### config.mk
export PLATFORM = sky130hd
export DESIGN_NAME = prid_front
export DESIGN_NICKNAME = d
export VERILOG_FILES = /design/src/rtl/assert_macros.svh /design/src/rtl/prid_pkg.sv /design/src/rtl/prid_front.sv
export SDC_FILE = /design/constraint.sdc
export NUM_CORES = 1
export LEC_CHECK = 0
export ABC_AREA = 0
export BUFFER_PORTS_ARGS = -buffer_cell sky130_fd_sc_hd__buf_2
export CAP_MARGIN = 10
export CORE_MARGIN = 1.5
export CORE_UTILIZATION = 44
export CTS_BUF_LIST = sky130_fd_sc_hd__clkbuf_8
export DETAILED_ROUTE_END_ITERATION = 10
export PLACE_DENSITY = 0.82
export SETUP_SLACK_MARGIN = 0.2
export SYNTH_ARGS = -nofsm -noshare
export SYNTH_HDL_FRONTEND = slang
export SYNTH_SLANG_ARGS = --single-unit
### constraint.sdc
create_clock -name clk -period 2.7 [get_ports clk]
set_input_delay 0.135 -clock clk [delete_from_list [all_inputs] [get_ports clk]]
set_output_delay 0.135 -clock clk [all_outputs]
set_load 0.1 [all_outputs]
### src/rtl/assert_macros.svh
// Assertion macros for the decoder RTL.
// Depends on nothing; files that check their own logic include this header.
`ifndef ASSERT_MACROS_SVH
`define ASSERT_MACROS_SVH
`ifndef SYNTHESIS
// Same-cycle implication, checked on every rising edge outside reset
`define PRID_ASSERT_IMP(lbl, clk, rst, ante, cons, msg) \
  lbl: assert property (@(posedge clk) disable iff (rst) (ante) |-> (cons)) \
    else $error(msg);
// Next-cycle implication, checked on every rising edge outside reset
`define PRID_ASSERT_NXT(lbl, clk, rst, ante, cons, msg) \
  lbl: assert property (@(posedge clk) disable iff (rst) (ante) |=> (cons)) \
    else $error(msg);
`else
`define PRID_ASSERT_IMP(lbl, clk, rst, ante, cons, msg)
`define PRID_ASSERT_NXT(lbl, clk, rst, ante, cons, msg)
`endif
`endif

### src/rtl/prid_pkg.sv
// Shared types, codes and helper functions of the palette RLE decoder.
// Depends on nothing; used by every module of the decoder.
package prid_pkg;

  // Request modes on the input channel
  localparam logic [1:0] MODE_PAL   = 2'd0;
  localparam logic [1:0] MODE_BYTE  = 2'd1;
  localparam logic [1:0] MODE_START = 2'd2;
  localparam logic [1:0] MODE_NONE  = 2'd3;

  // Configuration register indexes
  localparam logic [1:0] REG_RED   = 2'd0;
  localparam logic [1:0] REG_GREEN = 2'd1;
  localparam logic [1:0] REG_BLUE  = 2'd2;

  localparam logic [3:0]  WIDTH_RESET  = 4'd8;
  localparam logic [3:0]  WIDTH_MAX    = 4'd8;
  localparam logic [16:0] FILL_MAX     = 17'h1FFFF;
  localparam logic [7:0]  ALPHA_OPAQUE = 8'hff;
  localparam int          QUEUE_DEPTH  = 4;

  // Request class decided by the front end
  typedef enum logic [2:0] {
    CL_PAL,
    CL_START,
    CL_ZERO,
    CL_RUN,
    CL_COUNT
  } class_t;

  // Queue entry: palette {slot, colour}, byte {0, byte}, start {0, width}
  typedef struct packed {
    class_t      cls;
    logic [31:0] data;
  } item_t;

  typedef struct packed {
    logic [3:0] red;
    logic [3:0] green;
    logic [3:0] blue;
  } widths_t;

  function automatic logic [3:0] clamp_width(input logic [3:0] n);
    return (n > WIDTH_MAX) ? WIDTH_MAX : n;
  endfunction

  // Low n bits set, n in 0..8
  function automatic logic [7:0] field_mask(input logic [3:0] n);
    logic [8:0] t;
    t = (9'd1 << n) - 9'd1;
    return t[7:0];
  endfunction

  // ceil(2^24 / (2^n - 1)); quotient of 255*v by (2^n-1) is (x*M) >> 24
  function automatic logic [24:0] scale_recip(input logic [3:0] n);
    logic [24:0] m;
    unique case (n)
      4'd1:    m = 25'd16777216;
      4'd2:    m = 25'd5592406;
      4'd3:    m = 25'd2396746;
      4'd4:    m = 25'd1118482;
      4'd5:    m = 25'd541201;
      4'd6:    m = 25'd266306;
      4'd7:    m = 25'd132105;
      4'd8:    m = 25'd65794;
      default: m = 25'd0;
    endcase
    return m;
  endfunction

endpackage

### src/rtl/prid_front.sv
// Front end: takes input requests, classifies them and feeds the queue.
// Depends on prid_pkg.
module prid_front
  import prid_pkg::*;
(
  input  logic        clk,
  input  logic        rst,
  input  logic        in_valid,
  output logic        in_stall,
  input  logic [1:0]  mode,
  input  logic [7:0]  palette_slot,
  input  logic [23:0] packed_colour,
  input  logic [7:0]  stream_byte,
  input  logic [15:0] row_pixels,
  input  logic        q_full,
  output logic        q_push,
  output item_t       q_item
);

  logic  hold_valid;
  item_t hold_item;
  item_t cls_item;
  logic  keep;
  logic  accept;

  // Classify the incoming request
  always_comb begin
    keep          = 1'b1;
    cls_item.cls  = CL_START;
    cls_item.data = '0;
    unique case (mode)
      MODE_PAL: begin
        cls_item.cls  = CL_PAL;
        cls_item.data = {palette_slot, packed_colour};
      end
      MODE_BYTE: begin
        cls_item.data = {24'd0, stream_byte};
        if (stream_byte == 8'd0) begin
          cls_item.cls = CL_ZERO;
        end else if (stream_byte[7]) begin
          cls_item.cls = CL_RUN;
        end else begin
          cls_item.cls = CL_COUNT;
        end
      end
      MODE_START: begin
        cls_item.cls  = CL_START;
        cls_item.data = {16'd0, row_pixels};
      end
      MODE_NONE: begin
        keep = 1'b0;
      end
    endcase
  end

  assign q_push   = hold_valid && !q_full;
  assign in_stall = hold_valid && q_full;
  assign accept   = in_valid && !in_stall;
  assign q_item   = hold_item;

  // Holding register in front of the queue
  always_ff @(posedge clk) begin
    if (rst) begin
      hold_valid <= 1'b0;
    end else if (accept) begin
      hold_valid <= keep;
    end else if (q_push) begin
      hold_valid <= 1'b0;
    end
  end

  always_ff @(posedge clk) begin
    if (accept) begin
      hold_item <= cls_item;
    end
  end

endmodule

==> results.md <==
* Routed wire length at 3160 um
* Worst path slowest cell: nor2b_4
* Vias at 1194
* Area grow syn2layout at 40.4%
* Register Area at 1070 um^2
* Area occupied by multi-input gates at 453 um^2
* ANT cells at 0
* Worst VDD drop at 307 uV
* Slew headroom at 0.398
* Post-Syn Area per Cell at 13.9 um^2
* Antenna violations before repair at 0
* Post-route minimum period at 1590 ps
* Fmax achieved at 0.628 GHz
* Arr. time, crit path at 1490 ps
* Final ANT Viol Nets at 0
* Share of layout cells above drive strength 1 at 0.502
* Synth unique cells at 17
* Setup crit end kind: register
* Startpoint types: register
* CTS Root Cell: clkbuf_8
* Tot GR Track Use at 0.172
* Clock Path Buffers at 2
* Clock Skews at 6.23 ps
* Largest net degree at the start of global routing at 36
* Initial Utilization at 0.464
* WP data required at 2600 ps
* Detailed Route Iter0 Violations at 27
* Final Setup Violations at 0
* Die ar. at 3910 um^2
* Clk sinks at 36
* Cells after Synth at 112
* DR WL/cell at 12.2 um
* Seq/Total Area, Yosys at 0.687
* Critical-path cell list: and2_1, nor2b_4
* Final #Nets at 274
* WS Path Type: register to register
* Post-route DRC at 0
* Status: completed
* CP Max Fanout at 35
* Global-route wire length before repair at 5070 um
* H-tree levels at 2
* Overflow after GRT at 0
* CP peak stage delay at 720 ps
* DP Wirelength at 2450 um
* IO Port Bufs at 98
* Vias in the first global route at 1201
* First-pass iteration count of the detailed router at 4
* Vias per cell at 4.61
* RSZ-0062 raised after global routing: no
* Hold WC Path Type: primary input to register
* Cts bufs inserted at 5
* End-of-flow core utilization at 0.651
* Final hold vios at 0
* Slew Limit Fails at 0
* # rows at 21
* Clk_lat worst skew at 280 ps
* Die Y-Extent at 62.5 um
* Reg clk slew, reported paths at 70 ps
* Fill cells at 294
* Gpl congestion at 0.749
* Setup_tns at 0 ps
* MaxCap Viol Count at 0
* #FFs+latches synth at 36
* Leak at 1.03 nW
* CTS tree: built
* Post-Syn Area at 1560 um^2
* P per Cell Area at 702 nW/um^2
* Post-Syn Nets at 174
* Period utilization at 0.590
* # IOs at 99
* Core Area at 3360 um^2
* Worst path top cell family by delay: simple AND/OR/NAND/NOR gates
* Horiz. Die Dim at 62.5 um
* CP bufs+invs at 0
* Worst-margin pin slew at 902 ps
* Synth Warn # at 0
-- synth_stat cells --
library cell / instances / area share
a21o_1: 1 / 0.0048
a21oi_1: 2 / 0.0064
and2_1: 18 / 0.072
buf_2: 1 / 0.0032
buf_4: 3 / 0.014
buf_6: 1 / 0.0072
clkbuf_1: 1 / 0.0024
dfxtp_1: 1 / 0.013
edfxtp_1: 35 / 0.67
mux2i_1: 16 / 0.10
nand2_1: 9 / 0.022
nor2_1: 9 / 0.022
nor2_4: 1 / 0.0072
nor2b_1: 4 / 0.016
nor3_1: 1 / 0.0032
nor4_1: 1 / 0.0040
o21ai_0: 8 / 0.026
-- final cells by class --
class                   count  area share
flip-flops and latches     36       0.489
repair buffers             99       0.229
clock inverters             3      0.0177
multi-input cells          70       0.207
clock buffers               5      0.0314
well taps                  46      0.0263
-- registers in the layout, summed over array words and instances (netlist names) --
signal,count
hold_valid,1
q_item,35
-- cell usage in the layout (no fill, tap or decap), types with 2 or more instances in the layout --
cell type  synthesis  routed
a21oi_1            2       2
and2_1            18      18
buf_2              1      98
clkbuf_8           0       5
edfxtp_1          35      35
mux2i_1           16      16
nand2_1            9       9
nor2_1             9       9
nor2b_1            4       3
o21ai_0            8       8
-- worst reg2reg max path, cell delays in order, from the launching register on --
cell	delay, ps
dfxtp_1	310
and2_1	170
nor2b_4	720
-- layer usage --
| metal | up-vias | routed length [um] | GRT usage |
|---|---|---|---|
| met4 | 0 | 75 | 0.0889 |
| met3 | 8 | 243 | 0.0703 |
| met2 | 50 | 1740 | 0.309 |
| met1 | 537 | 1100 | 0.168 |
| li1 | 599 | - | - |
| met5 | - | 0 | 0 |
-- logic make-up (layout without fill, tap and decap cells) --
kind of cell | count (synthesis) | in the layout | share of synthesized area
simple gates | 43 | 43 | 0.146
flops | 36 | 36 | 0.687
mux | 16 | 16 | 0.103
compound gates | 11 | 11 | 0.0369
buf+inv | 6 | 107 | 0.0273
-- worst paths after layout --
check             depth (start not counted)                     from  slack, ps                      end
setup reg to reg                          2  hold_valid$_SDFFE_PP0P_       1110      q_item[2]$_DFFE_PP_
setup / recovery                          2  hold_valid$_SDFFE_PP0P_       1110      q_item[2]$_DFFE_PP_
hold reg to reg                           3  hold_valid$_SDFFE_PP0P_        680  hold_valid$_SDFFE_PP0P_
hold / removal                            3                 in_valid        110  hold_valid$_SDFFE_PP0P_
-- what timing repair did --
action	4_1_cts	5_1_grt
gates resized for setup	0	0
hold buffers	0	1
buffers inserted	0	0
endpoints found under the hold margin	0	1
-- report_power, final --
| part | internal, mW | switching (mW) | leakage, nW | total, mW |
|---|---|---|---|---|
| Clock | 0.270 | 0.174 | 0.0593 | 0.444 |
| Combinational | 0.0811 | 0.343 | 0.617 | 0.424 |
| Sequential | 0.659 | 0.00930 | 0.358 | 0.668 |
-- stage by stage --
step	std cells	area, um^2	hold WS (ps)	power, mW	setup slack (ps)
after floorplan	112	1560	207	1.02	424
after global placement	250	2070	292	1.10	1120
after detailed placement	250	2070	301	1.11	1100
after CTS	258	2180	0.116	1.55	1080
after global routing	259	2190	116	1.59	951
final	259	2190	105	1.54	1110
Note: power is estimated with default switching activity, not from simulation.
